`config.mk`:
```
export PLATFORM = sky130hd
export DESIGN_NAME = tnac_fifo
export DESIGN_NICKNAME = d
export VERILOG_FILES = /design/src/rtl/core/triangle_normal_area_centroid_core_macros.svh /design/src/rtl/core/tnac_fifo.sv
export SDC_FILE = /design/constraint.sdc
export NUM_CORES = 1
export LEC_CHECK = 0
export BUFFER_PORTS_ARGS = -buffer_cell sky130_fd_sc_hd__buf_2
export CAP_MARGIN = 10
export CORE_MARGIN = 10
export CORE_UTILIZATION = 48
export CTS_CLUSTER_DIAMETER = 120
export DETAILED_ROUTE_END_ITERATION = 8
export PLACE_DENSITY_LB_ADDON = 0.08
export SYNTH_ARGS = -nofsm -noshare
export SYNTH_HDL_FRONTEND = slang
export SYNTH_SLANG_ARGS = --single-unit
export TNS_END_PERCENT = 100
```
`constraint.sdc`:
```
create_clock -name clk -period 2.25 [get_ports clk]
set_clock_uncertainty 0.2 [all_clocks]
set_input_delay 0.225 -clock clk [delete_from_list [all_inputs] [get_ports clk]]
set_output_delay 0.225 -clock clk [all_outputs]
set_load 0.01 [all_outputs]
```
`src/rtl/core/triangle_normal_area_centroid_core_macros.svh`:
```
// Assertion macros shared by the triangle normal, area and centroid core.
`ifndef TRIANGLE_NORMAL_AREA_CENTROID_CORE_MACROS_SVH
`define TRIANGLE_NORMAL_AREA_CENTROID_CORE_MACROS_SVH
`ifndef SYNTH
// Same-cycle implication, sampled on clk, off while rst_n is low.
`define TNAC_ASSERT_IMP(lbl, ante, cons) \
  lbl: assert property (@(posedge clk) disable iff (!rst_n) (ante) |-> (cons)) \
    else $error("tnac: same-cycle check failed");
// Next-cycle implication, sampled on clk, off while rst_n is low.
`define TNAC_ASSERT_NEXT(lbl, ante, cons) \
  lbl: assert property (@(posedge clk) disable iff (!rst_n) (ante) |=> (cons)) \
    else $error("tnac: next-cycle check failed");
`else
`define TNAC_ASSERT_IMP(lbl, ante, cons)
`define TNAC_ASSERT_NEXT(lbl, ante, cons)
`endif
`endif

```
`src/rtl/core/tnac_fifo.sv`:
```
// Small register queue with push/full and pop/empty sides.
module tnac_fifo #(
  parameter type T     = logic,
  parameter int  DEPTH = 4
) (
  input  logic clk,
  input  logic rst_n,
  input  logic push,
  output logic full,
  input  T     data_in,
  input  logic pop,
  output logic empty,
  output T     data_out
);
  localparam int AW = $clog2(DEPTH);

  T               mem_r [DEPTH];
  logic [AW-1:0]  wr_r, wr_nxt, rd_r, rd_nxt;
  logic [AW:0]    cnt_r, cnt_nxt;
  logic           do_push, do_pop;

  assign full     = (cnt_r == (AW + 1)'(DEPTH));
  assign empty    = (cnt_r == '0);
  assign do_push  = push && !full;
  assign do_pop   = pop && !empty;
  assign data_out = mem_r[rd_r];

  // Advance pointers and count
  always_comb begin
    wr_nxt  = wr_r;
    rd_nxt  = rd_r;
    cnt_nxt = cnt_r;
    if (do_push) begin
      wr_nxt = (wr_r == AW'(DEPTH - 1)) ? '0 : wr_r + AW'(1);
    end
    if (do_pop) begin
      rd_nxt = (rd_r == AW'(DEPTH - 1)) ? '0 : rd_r + AW'(1);
    end
    case ({do_push, do_pop})
      2'b10:   cnt_nxt = cnt_r + (AW + 1)'(1);
      2'b01:   cnt_nxt = cnt_r - (AW + 1)'(1);
      default: cnt_nxt = cnt_r;
    endcase
  end

  always_ff @(posedge clk) begin
    if (!rst_n) begin
      wr_r  <= '0;
      rd_r  <= '0;
      cnt_r <= '0;
    end else begin
      wr_r  <= wr_nxt;
      rd_r  <= rd_nxt;
      cnt_r <= cnt_nxt;
    end
  end

  // Store the pushed word
  always_ff @(posedge clk) begin
    if (do_push) begin
      mem_r[wr_r] <= data_in;
    end
  end

endmodule

```
=== Word level (Yosys, flattened, before mapping) ===
Memory sizes are Yosys's and may differ from the RTL's. A register that Yosys moved wholly into a read port is not among the register bits.
Cells that the tools add are included.

* Bits in registers: 7
* Bits in latches: 0
* RAM bits: 4
* ROM bits: 0
* Input port bits: 5
* Output and inout bits: 3
* Word-level logic and storage cells: 26
* Memories kept: 1

{| class="wikitable"
|+ Memory list
! name !! depth !! bits a word !! read ports !! clocked after Yosys merged registers in !! write ports !! line !! source
|-
| mem_r || 4 || 1 || 1 || 1 || 1 || tnac_fifo.sv:17 || <nowiki>T mem_r [DEPTH];</nowiki>
|}

* $add $sub $neg: 4
* Multiply operators: 0
* Divide/modulo/power cells: 0
* Magnitude comparators: 0
* Eq/ne operators: 5
* Shift-type cells: 0
* Mux-type cells: 7
* Bitwise logic cells: 0
* Reduce and logical (&&, ||, !) cells: 6

{| class="wikitable"
|+ Operators by type and width
! kind !! count
|-
| two-way mux 2 bit || 4
|-
| == test 2 bit (second input constant) || 3
|-
| case mux 3 bit (2 select lines) || 1
|-
| adder 2 x 1 -> 2 bit (second input constant) || 2
|-
| adder 3 x 1 -> 3 bit (second input constant) || 1
|-
| == test 3 bit (second input constant) || 1
|-
| zero test 3 bit || 1
|-
| subtractor 3 x 1 -> 3 bit (second input constant) || 1
|-
| == test 2 x 1 -> 1 bit (second input constant) || 1
|-
| logical AND 1 bit || 2
|-
| zero test 1 bit || 2
|-
| two-way mux 1 bit || 2
|-
| nonzero test 2 bit || 1
|}

=== Longest topological paths before layout ===
* Word-level depth: 5
* Gate-level depth with buffers: 10
* Mapped depth without buffers: 9

=== Least setup slack after synthesis ===
Ideal clock, no wire load.

* Path kind: reg-to-reg
* From: register cnt_r[0]
* To: register cnt_r[2]
* Library setup time: 76 ps
* Data arrival time: 2,041 ps
* Required time: 1,974 ps
* Slack: -67 ps
* Cell stages (with the launch flop): 11
* Path buffers: 1
* Cells stage by stage: dfxtp_1 nor3b_2 nor2b_1 buf_2 inv_1 ha_1 inv_1 fa_1 xor2_1 or3_1 a21boi_0

* Longest elaborated chain between the ends: 5

{| class="wikitable"
|+ RTL lines
! element !! line !! source
|-
| start, declared || tnac_fifo.sv:19 || <nowiki>logic [AW:0] cnt_r, cnt_nxt;</nowiki>
|-
| start signal, assigned || tnac_fifo.sv:54 || <nowiki>cnt_r <= cnt_nxt;</nowiki>
|-
| == test 3 bit * || tnac_fifo.sv:22 || <nowiki>assign full = (cnt_r == (AW + 1)'(DEPTH));</nowiki>
|-
| via full || tnac_fifo.sv:9 || <nowiki>output logic full,</nowiki>
|-
| zero test 1 bit * || tnac_fifo.sv:24 || <nowiki>assign do_push = push && !full;</nowiki>
|-
| logical AND 1 bit * || tnac_fifo.sv:24 ||
|-
| == test 2 x 1 -> 1 bit or == test 2 bit (tied branches) || tnac_fifo.sv:39 || <nowiki>case ({do_push, do_pop})</nowiki>
|-
| case mux 3 bit (2 select lines) or nonzero test 2 bit (tied branches) || n/a ||
|}

Mark *: on every way through the listed nets, which the timed path passes. The rest lies on a longest branch.
A chain may end at the register's enable or synchronous reset.

=== Worst setup path after layout ===
* From: register cnt_r[1]
* To: register cnt_r[2]

* Longest elaborated chain between the ends: 5

{| class="wikitable"
|+ RTL lines
! element !! line
|-
| == test 3 bit or zero test 3 bit (tied branches) || tnac_fifo.sv:22, tnac_fifo.sv:23
|-
| zero test 1 bit, on equally long branches || tnac_fifo.sv:24, tnac_fifo.sv:25
|-
| logical AND 1 bit, on equally long branches || tnac_fifo.sv:24, tnac_fifo.sv:25
|-
| == test 2 x 1 -> 1 bit or == test 2 bit (tied branches) || tnac_fifo.sv:39
|-
| case mux 3 bit (2 select lines) or nonzero test 2 bit (tied branches) || n/a
|}

Parallel ways exist; a longest one is shown, timed or not.

==> flow_summary_export.csv <==
group,metric,value,unit
critical_path,required,2.25,ns
grt,grt_pass1_wl,1730,um
timing,period_needed,2.11,ns
drt,drc,0,
pwr,power_density,1010,nW/um^2
placement,io_buffers,7,
pwr,clock_power_share,18.8,%
timing,period_share,93.6,%
critical_path,crit_slowest_cell,"dfxtp_2",
timing,worstMarginPinSlew,0.339,ns
synth,synthXorXnorAreaFrac,2.75,%
timing,rsz0062_at_grt,"no",
grt,grt_pass1_vias,413,
clock_tree,clock_path_buffers,2,
drt,postRouteAntennaNets,0,
floorplan,rows,13,
critical_path,cp_cell_sequence,"nor3b_4 -> nor2b_2 -> inv_1 -> ha_2 -> inv_1 -> fa_2 -> xor2_1 -> or3_1 -> a21boi_1",
grt,grt-ovfl-total,0,
synth,post_synth_fa_ha_maj_area_fraction,14.9,%
pwr,ir_drop,0.579,mV
clock_tree,path_clk_slew,0.08,ns
grt,grt_max_degree,12,
job,maxCapViolCount,0,
clock_tree,cts_tree,"done",
timing,hold_violations,0,
synth,synth_seq_cells,13,
pwr,p_sw,247,uW
timing,maxSlewHeadroom,77.2,%
clock_tree,cts_sinks,13,
floorplan,die_area,3180,um^2
timing,tns,0,ns
critical_path,cp.arrival,2.11,ns
synth,ys_types,22,
synth,yosysWarnings,0,
finish,diodes,0,
drt,viasPerCell,4.66,
pwr,seq_power_share,46.3,%
synth,synth_top_family_by_area,"simple AND/OR/NAND/NOR gates",
finish,synthToLayoutAreaGrowth,18.3,%
floorplan,fp.dieW,56.4,um
drt,num_vias,410,
placement,place_congestion,0.768,
clock_tree,clock_latency,0.27,ns
finish,layout-drive-gt1-share,27.4,%
pwr,pwr-share-comb,34.9,%
floorplan,die_h,56.4,um
floorplan,coreArea,1270,um^2
grt,antenna_found_initial,0,
critical_path,critical_path.most_common_cell,"inv_1",
pwr,cellLeakagePower,0.000320,uW
worst_hold_path,hp-class,"in2reg",
floorplan,ios,8,
pwr,p_sw_share,32.6,%
placement,post-dp-hpwl,745,um
drt,avgRoutedWirePerCell,11.0,um
drt,dr.pass1.iters,4,
run_status,outcome,"completed",
drt,totalWireLength,964,um
clock_tree,cts_buffers,3,
timing,setup_viol_count_final,0,
timing,report.final.slew_viol_count,0,
synth,synth_compound_area_share,5.50,%
critical_path,critical_path.max_stage_delay,0.36,ns
synth,syn_avg_cell_area,10.4,um^2
critical_path,critPathKind,"reg2reg",
pwr,fin_total_pwr,757,uW
synth,synth_area_leaders,"dfxtp_1 (28%), edfxtp_1 (19%), ha_1 (12%)",
critical_path,start_kind,"flop",
timing,max_freq,475,MHz
pwr,internal_power,510,uW
grt,grt_usage,6.67,%
synth,syn_nets,73,
critical_path,critPathCaptureType,"flop",
finish,num-nets-final,86,
synth,yosys.area.top_type,"dfxtp_1",
synth,synth_mux_area_share,6.68,%
synth,synth_area,637,um^2
floorplan,initial_core_util,50.2,%
clock_tree,cts_max_level,1,
clock_tree,ctsRootBufferMaster,"clkbuf_4",
drt,drt_iter0_drc,4,
synth,syn_inst,61,
critical_path,path_max_fanout,5,
synth,synth-simple-area-share,17.5,%
synth,yosys.area.top_type_share,28.3,%
synth,synth_seq_area_share,47.2,%
worst max-delay path, delay by kind of cell, from the launching register on:
kind | cells | cell delay [ns]
buffers and inverters | 2 | 0.11
flip-flops | 1 | 0.36
AO/OA/AOI/OAI | 1 | 0.12
AND/OR/NAND/NOR | 3 | 0.59
adder cells (fa/ha/maj) | 2 | 0.51
XOR/XNOR | 1 | 0.15
synthesized netlist by cell type:
master and n:
inv_1 7, edfxtp_1 4, o31ai_1 1, o21ai_0 4, dfxtp_1 9, mux4_2 1, xnor2_1 1, a21boi_0 1
nor2b_1 1, and2_1 6, fa_1 1, clkbuf_1 1, nor3_1 1, xor2_1 1, nor3b_2 1, nand3_1 2
buf_2 1, mux2i_1 2, nor2_1 2, or3_1 1, ha_1 6, nand2_1 7
power by group through the flow:
stage / clock network (uW) / registers (uW) / logic (uW)
6_report: 143 / 350 / 264
5_1_grt: 158 / 361 / 308
4_1_cts: 149 / 351 / 265
3_5_place_dp: 0 / 355 / 258
3_3_place_gp: 0 / 354 / 262
2_1_floorplan: 0 / 345 / 193
layout by cell type, fill, tap and decap left out, drive strengths merged, types with 2 or more instances in the layout:
| cell | n |
|---|---|
| inv | 7 |
| nor2 | 2 |
| nand3 | 2 |
| edfxtp | 4 |
| mux2i | 2 |
| dfxtp | 9 |
| buf | 9 |
| clkbuf | 4 |
| o21ai | 4 |
| nand2 | 7 |
| and2 | 6 |
| ha | 6 |
routing by layer:
metal / track usage (%) / vias up / wire length [um]
li1: - / 224 / -
met1: 7.09 / 182 / 431
met2: 11.4 / 2 / 482
met3: 2.25 / 2 / 37
met4: 3.09 / 0 / 12
met5: 0 / - / 0
final timing paths:
| check | slack [ns] | to | start | cells after the start |
|---|---|---|---|---|
| setup / recovery | 0.14 | cnt_r[2]$_SDFFE_PN0P_ | cnt_r[1]$_SDFFE_PN0P_ | 9 |
| hold / removal | 0.1 | cnt_r[2]$_SDFFE_PN0P_ | rst_n | 2 |
| hold reg to reg | 0.30 | wr_r[1]$_SDFFE_PN0P_ | wr_r[1]$_SDFFE_PN0P_ | 2 |
| setup reg to reg | 0.14 | cnt_r[2]$_SDFFE_PN0P_ | cnt_r[1]$_SDFFE_PN0P_ | 9 |
through the flow:
step	hold WS (ns)	instance area (um^2)	cells	utilization, %	setup WS [ns]
detailed placement	0.247	712	83	56.1	0.150
CTS	0.0888	748	88	59.0	0.128
floorplan	0.124	652	61	-	0.0368
global placement	0.245	712	83	56.1	0.188
global route	0.107	753	88	59.4	0.0281
finish	0.0996	753	88	59.4	0.144
area by class of cell:
type	instances	area [um^2]
Clock buffer	4	26.3
Fill cell	114	515
Sequential cell	13	307
Tap cell	15	18.8
Inverter	7	26.3
Multi-Input combinational cell	39	315
Timing Repair Buffer	10	60.1
timing repair:
item                                    4_1_cts  5_1_grt
buffers inserted                              0        0
resized for setup                             0        2
endpoints found under the hold margin         4        0
hold buffers                                  1        0
endpoints found under the setup margin        0        1
cells by family after synthesis:
kind of cell | after synthesis
adders and majority gates | 7
DFF | 13
and+or+nand+nor | 21
muxes | 3
buffers and inverters | 9
xor gates and xnor gates | 2
AOI/OAI and AO/OA | 6
Power figures use the tool's default switching activity.
