### src/rtl/core/triangle_normal_area_centroid_core_macros.svh
// Assertion macros shared by the triangle normal, area and centroid core.
`ifndef TRIANGLE_NORMAL_AREA_CENTROID_CORE_MACROS_SVH
`define TRIANGLE_NORMAL_AREA_CENTROID_CORE_MACROS_SVH
`ifndef SYNTH
// Same-cycle implication, sampled on clk, off while rst_n is low.
`define TNAC_ASSERT_IMP(lbl, ante, cons) \
  lbl: assert property (@(posedge clk) disable iff (!rst_n) (ante) |-> (cons)) \
    else $error("tnac: same-cycle check failed");
// Next-cycle implication, sampled on clk, off while rst_n is low.
`define TNAC_ASSERT_NEXT(lbl, ante, cons) \
  lbl: assert property (@(posedge clk) disable iff (!rst_n) (ante) |=> (cons)) \
    else $error("tnac: next-cycle check failed");
`else
`define TNAC_ASSERT_IMP(lbl, ante, cons)
`define TNAC_ASSERT_NEXT(lbl, ante, cons)
`endif
`endif

### src/rtl/core/tnac_pkg.sv
// Widths, constants and word types of the triangle normal, area and centroid core.
package tnac_pkg;

  // Coordinate format
  localparam int CW    = 24;           // coordinate width
  localparam int CF    = 12;           // coordinate fraction bits
  localparam int EW    = CW + 1;       // edge vector component
  localparam int SUMW  = CW + 2;       // sum of three coordinates

  // Cross product
  localparam int PW    = 2 * EW;       // one partial product
  localparam int XW    = PW + 1;       // cross product component
  localparam int MW    = PW;           // cross product magnitude
  localparam int HW    = MW - EW;      // upper half of a magnitude
  localparam int SQW   = 2 * MW;       // squared magnitude and their sum

  // Area: 24 fraction bits out of 4*CF fraction bits in the squared length
  localparam int AREA_FRAC = 24;
  localparam int AREA_SHR  = 2 * (2 * CF + 1 - AREA_FRAC);
  localparam int RW        = 50;       // area root width
  localparam int RMW       = SQW + 1;  // area remainder width

  // Normal
  localparam int NF    = 14;           // normal fraction bits
  localparam int NW    = 16;           // normal output width
  localparam int YW    = 31;           // scaled magnitude width
  localparam int KW    = 5;            // scale shift width
  localparam int SSW   = 2 * YW + 2;   // sum of scaled squares
  localparam int TW    = 2 * YW + 2 * NF;
  localparam int NQW   = NF + 1;       // quotient bits searched
  localparam int NACC  = SSW + NQW + 1;
  localparam int NRW   = 96;           // normal remainder width

  // Divide by three: multiply by ceil(2^27 / 3), keep bits above 27
  localparam int DIV3_SH = 27;
  localparam logic [SUMW-1:0] DIV3_MUL = SUMW'(44739243);

  // Word handed from the front to the back
  typedef struct packed {
    logic [2:0][EW-1:0]   e1;
    logic [2:0][EW-1:0]   e2;
    logic [2:0]           cneg;
    logic [2:0][SUMW-1:0] cmag;
    logic                 degen;
  } item_t;

  // Word entering the root stages
  typedef struct packed {
    logic [SQW-1:0]       v;
    logic [SSW-1:0]       ssum;
    logic [2:0][TW-1:0]   tgt;
    logic [2:0]           neg;
    logic                 nz;
    logic [2:0][CW-1:0]   mid;
    logic                 degen;
  } root_in_t;

  // Result word
  typedef struct packed {
    logic [2:0][NW-1:0]   nrm;
    logic [RW-1:0]        area;
    logic [2:0][CW-1:0]   mid;
    logic                 degen;
  } result_t;

  // Pipeline control between the back stages and the root stages
  typedef struct packed {
    logic en;
    logic vld;
  } pipe_ctl_t;

endpackage

### src/rtl/core/tnac_front.sv
// Front stage: accepts a triangle, forms edges, centroid sums and the degenerate flag.
module tnac_front (
  input  logic                             clk,
  input  logic                             rst_n,
  input  logic                             push,
  output logic                             full,
  input  logic [2:0][tnac_pkg::CW-1:0]     va,
  input  logic [2:0][tnac_pkg::CW-1:0]     vb,
  input  logic [2:0][tnac_pkg::CW-1:0]     vc,
  output logic                             q_push,
  input  logic                             q_full,
  output tnac_pkg::item_t                  q_data
);
  import tnac_pkg::*;

  logic  vld_r, vld_nxt;
  logic  load;
  item_t item_r, item_nxt;

  assign full   = vld_r && q_full;
  assign load   = push && !full;
  assign q_push = vld_r && !q_full;
  assign q_data = item_r;

  // Classify the incoming triangle
  always_comb begin
    logic [SUMW-1:0] s;
    for (int i = 0; i < 3; i++) begin
      item_nxt.e1[i]   = {vb[i][CW-1], vb[i]} - {va[i][CW-1], va[i]};
      item_nxt.e2[i]   = {vc[i][CW-1], vc[i]} - {va[i][CW-1], va[i]};
      s                = {{2{va[i][CW-1]}}, va[i]} + {{2{vb[i][CW-1]}}, vb[i]}
                       + {{2{vc[i][CW-1]}}, vc[i]};
      item_nxt.cneg[i] = s[SUMW-1];
      item_nxt.cmag[i] = s[SUMW-1] ? (~s + SUMW'(1)) : s;
    end
    item_nxt.degen = (va == vb) || (va == vc) || (vb == vc);
  end

  // Hold the word until the queue takes it
  always_comb begin
    if (load) begin
      vld_nxt = 1'b1;
    end else if (!q_full) begin
      vld_nxt = 1'b0;
    end else begin
      vld_nxt = vld_r;
    end
  end

  always_ff @(posedge clk) begin
    if (!rst_n) begin
      vld_r <= 1'b0;
    end else begin
      vld_r <= vld_nxt;
    end
  end

  always_ff @(posedge clk) begin
    if (load) begin
      item_r <= item_nxt;
    end
  end

endmodule

### config.mk
export PLATFORM = sky130hd
export DESIGN_NAME = tnac_front
export DESIGN_NICKNAME = d
export VERILOG_FILES = /design/src/rtl/core/triangle_normal_area_centroid_core_macros.svh /design/src/rtl/core/tnac_pkg.sv /design/src/rtl/core/tnac_front.sv
export SDC_FILE = /design/constraint.sdc
export NUM_CORES = 1
export LEC_CHECK = 0
export BUFFER_PORTS_ARGS = -buffer_cell sky130_fd_sc_hd__buf_2
export CAP_MARGIN = 20
export CORE_MARGIN = 5
export CORE_UTILIZATION = 30
export CTS_CLUSTER_DIAMETER = 40
export DETAILED_ROUTE_END_ITERATION = 7
export PLACE_DENSITY = 0.52
export SLEW_MARGIN = 40
export SYNTH_ARGS = -nofsm -noshare
export SYNTH_HDL_FRONTEND = slang
export SYNTH_SLANG_ARGS = --single-unit
export TNS_END_PERCENT = 1
### constraint.sdc
create_clock -name clk -period 15.45 [get_ports clk]
set_input_delay 3.09 -clock clk [delete_from_list [all_inputs] [get_ports clk]]
set_output_delay 3.09 -clock clk [all_outputs]
set_load 0.01 [all_outputs]
After elaboration in Yosys (flattened, before gate mapping)
Index checks and enable logic that the tools add are counted.
{ "classes": {"bitwise_logic": 3, "n_mux": 5, "eq_ne": 4, "n_addsub": 15, "n_reduce_logical": 7} }
{ "ops": {"columns": ["op", "count"], "rows": [
  ["72-bit == test", 3],
  ["24-bit by 24-bit subtractor with 25-bit output", 6],
  ["25-bit by 24-bit adder with 26-bit output", 3],
  ["26-bit by 1-bit adder with 26-bit output, second input constant", 3],
  ["26-bit inverter", 3],
  ["24-bit by 24-bit adder with 25-bit output", 3],
  ["25-bit two-way mux", 3],
  ["1-bit logical AND", 3],
  ["1-bit logical NOT", 2],
  ["1-bit logical OR", 2],
  ["1-bit two-way mux", 2],
  ["2-bit by 1-bit != test with 1-bit output, second input constant", 1]
]} }
{ "word_totals": {"word_cells": 49, "inputBits": 220, "output_inout_bits": 234, "regBits": 233} }

Logic depth before layout (Yosys ltp)
{ "logic_depth": {"ltp_word": 5, "ltp_mapped": 18, "ltp_nobuf": 17} }

Worst setup path before layout
Ideal clock, no wire load.
{ "synth_path": {"path_type": "input to register", "from": "input q_full", "to": "register item_r (netlist bit q_data[0]), enable pin", "setup_ps": 854, "n_path_buf": 0, "t_arrival_ps": 13496, "path_stages": 2, "required_ps": 14596, "setup_slack_ps": 1099, "path_cell_list": "and2_1 -> nor2b_1"} }
{ "synth_via": {"elab_chain_cells": 3} }
{ "synth_rtl": {"columns": ["item", "line", "text"], "rows": [
  ["start, declared", "tnac_front.sv:11", "input logic q_full,"],
  ["1-bit logical AND", "tnac_front.sv:20", "assign full = vld_r && q_full;"],
  ["1-bit logical NOT", "tnac_front.sv:21", "assign load = push && !full;"],
  ["1-bit logical AND", "tnac_front.sv:21", null],
  ["named net load", "tnac_front.sv:17", "logic load;"],
  ["end signal, assigned", "tnac_front.sv:60", "item_r <= item_nxt;"],
  ["end, declared", "tnac_front.sv:18", "item_t item_r, item_nxt;"]
]} }
The timed path passes the listed nets, and every way through them passes these cells.
A chain may end at the register's enable or synchronous reset.

==> results.sh <==
export IMPL_cts_resized_gates=0
export IMPL_arrival_ns=7.29
export IMPL_design_core_area_um2=72700
export IMPL_reg2regPathDepth=5
export IMPL_grt_max_degree=65
export IMPL_cts_buffers=55
export IMPL_gp_congestion=0.980
export IMPL_post_route_period_util_pct=45.0
export IMPL_grt_pass1_vias=19500
export IMPL_drtIter0Drc=1316
export IMPL_cts_setup_buffers=0
export IMPL_die_area_um2=78500
export IMPL_crit_top_cell="inv_1"
export IMPL_p_per_area_nw_per_um2=130
export IMPL_synth_seq_area_share_pct=31.9
export IMPL_ys_types=85
export IMPL_postRouteAntennaNets=0
export IMPL_max_freq_mhz=144
export IMPL_die_w_um=280
export IMPL_cp_required_ns=15.79
export IMPL_vias=19600
export IMPL_status="finished, final reports clean"
export IMPL_final_cell_mix="buf_2, edfxtp_1, ha_1"
export IMPL_cp_slowest_stage_delay_ns=0.55
export IMPL_layout_area_overhead_vs_synth_pct=24.4
export IMPL_startpoint="va[1]"
export IMPL_ys_ff_latch=233
export IMPL_portBuffers=453
export IMPL_clock_sinks=233
export IMPL_drc=0
export IMPL_clock_path_buffers=3
export IMPL_antenna_found_initial=15
export IMPL_finalClockSkew_ns=0.0351
export IMPL_synth_flop_cell="edfxtp_1"
export IMPL_setup_violations=0
export IMPL_clk_pin_slew_ns=0.05
export IMPL_gr_total_overflow=0
export IMPL_drt_total_wl_um=85900
export IMPL_ys_warn_count=0
export IMPL_clk_root_buffer_cell="clkbuf_16"
export IMPL_postCtsHoldBufs=0
export IMPL_synthCells=2264
export IMPL_die_h_um=280
export IMPL_end_kind="flop"
export IMPL_final_core_util_pct=37.5
export IMPL_ioPinCount=454
export IMPL_regToRegEndpoint="q_data[48]"
export IMPL_critical_path_slowest_cell="fa_1"
export IMPL_start_util_pct=30.1
export IMPL_wl_per_cell_um=22.9
export IMPL_finalMaxSlewViolations=0
export IMPL_hold_path_class="flop to flop"
export IMPL_layout_cells_non_filler=3760
export IMPL_worstPathCellList="buf_2, inv_1, fa_1, inv_1, ha_1, inv_1, fa_1, nor2b_4, o31a_1, o41a_4, o2111ai_1, a211oi_1, o21ai_0, a21oi_1, a2bb2oi_1, buf_4, inv_1, o41ai_1, xnor2_1"
export IMPL_timing_critical_path_buf_inv=6
export IMPL_crit_path_max_fanout=16
export IMPL_netlist_area_um2=21900
export IMPL_slew_limit_headroom_pct=47.0
export IMPL_post_route_min_period_ns=6.95
export IMPL_tightest_slew_ns=0.789
export IMPL_cp_endpoint="q_data[11]"
export IMPL_crit_path_start_kind="input pin"
export IMPL_hold_violations=0
export IMPL_rrSetupSlack_ns=12.74
export IMPL_critical_path_class="input pin to flop"
export IMPL_grtUsageTotal_pct=20.8
export IMPL_setup_tns_ns=0
export IMPL_cts_tree="built"
export IMPL_worstReg2RegStart="vld_r"
export IMPL_drive_above_1_share_pct=21.3
export IMPL_postSynthAreaPerCell_um2=9.67
export IMPL_post_place_cells=3648
export IMPL_irDropWorstVdd_mv=0.0797
export IMPL_layout_nets=3267
export IMPL_cp_top_family="compound AO/OA/AOI/OAI gates"
export IMPL_via_per_inst=5.22
export IMPL_synth_edff_count=232
export IMPL_grt_pass1_wl_um=124000
export IMPL_cp_depth=19
export IMPL_rows=99
export IMPL_hpwl_um=72700
export IMPL_clk_latency_ns=0.61
export IMPL_maxCapViolCount=0
export IMPL_rsz0062_at_grt="no"
export IMPL_synth_nets=2784
export IMPL_async_flop_share_pct=0
export IMPL_layout_commonest_cell="buf_2"
export IMPL_p_leak_nw=11.8
export IMPL_drt_pass1_iterations=7
export IMPL_cts_htree_levels=2
per-stage QoR:
stage / hold WS [ns] / power, mW / setup slack (ns) / instance area [um2]
finish: 0.680 / 3.54 / 8.50 / 27200
global route: 0.713 / 3.75 / 8.23 / 27200
CTS: 0.684 / 3.58 / 8.50 / 27200
detailed placement: 0.675 / 2.35 / 7.84 / 25300
global placement: 0.639 / 2.34 / 7.98 / 25300
floorplan: 0.631 / 1.87 / 1.10 / 21900
layer usage:
layer	track usage [%]	up-vias	wire, um
li1	-	9312	-
met1	27.5	9490	37500
met2	35.2	687	40900
met3	3.84	131	5210
met4	5.49	6	2360
met5	0	-	37
report_power, final:
group | total [mW] | internal (mW) | switching (mW)
Combinational | 1.40 | 0.546 | 0.851
Clock | 1.20 | 0.765 | 0.432
Sequential | 0.949 | 0.898 | 0.0514
tightest hold or removal path: cells and delay by family, from the launching register on:
| family | cells | cell delay, ns |
|---|---|---|
| flip-flops | 1 | 0.31 |
| AND/OR/NAND/NOR | 1 | 0.21 |
| AO/OA/AOI/OAI | 1 | 0.13 |
layout make-up:
cell class	count	area (um2)
fill	7370	45500
multi-input combinational	1802	14000
timing repair buffer	463	2360
sequential	233	6990
clock buffer	56	1380
clock inverter	46	522
inverter	192	721
tap	959	1200
antenna	9	22.5
cells in the mapped netlist (25+ instances only):
master / count / share of area, %
a211oi_1: 27 / 0.93
a21o_1: 70 / 2.4
a21oi_1: 152 / 3.5
a31oi_1: 31 / 0.89
clkbuf_1: 32 / 0.55
edfxtp_1: 232 / 32
fa_1: 81 / 7.4
ha_1: 219 / 13
inv_1: 192 / 3.3
nand2_1: 126 / 2.2
nand2b_1: 25 / 0.71
nand3_1: 48 / 1.1
nand4_1: 42 / 1.2
nor2_1: 170 / 2.9
nor2b_1: 26 / 0.74
nor3_1: 52 / 1.2
nor4_1: 33 / 0.94
o21a_1: 34 / 1.2
o21ai_0: 101 / 2.3
xnor2_1: 165 / 6.6
xor2_1: 126 / 5.0
worst min path at each step:
| stage | cells past startpoint | to | from | slack [ns] |
|---|---|---|---|---|
| detailed placement | 2 | vld_r | vld_r | 0.68 |
| finish | 2 | vld_r | vld_r | 0.68 |
| CTS | 2 | vld_r | vld_r | 0.68 |
| floorplan | 2 | vld_r | vld_r | 0.63 |
| global route | 2 | vld_r | vld_r | 0.71 |
| global placement | 2 | vld_r | vld_r | 0.64 |
flip-flops by register name (all words and copies together), names as in the netlist:
name	flops
q_data	232
vld_r	1
kinds of logic (layout without fill, tap and decap cells):
group	Yosys count	count (layout)	synth area share [%]
AND/OR/NAND/NOR	616	616	14.3
flip-flops	233	233	31.9
other	0	9	0
adder cells (fa/ha/maj)	300	300	19.9
AO/OA/AOI/OAI	589	589	18.0
XOR/XNOR	291	291	11.6
buffers and inverters	229	757	3.96
multiplexers	6	6	0.274
Note: power is estimated with default switching activity, not from simulation.
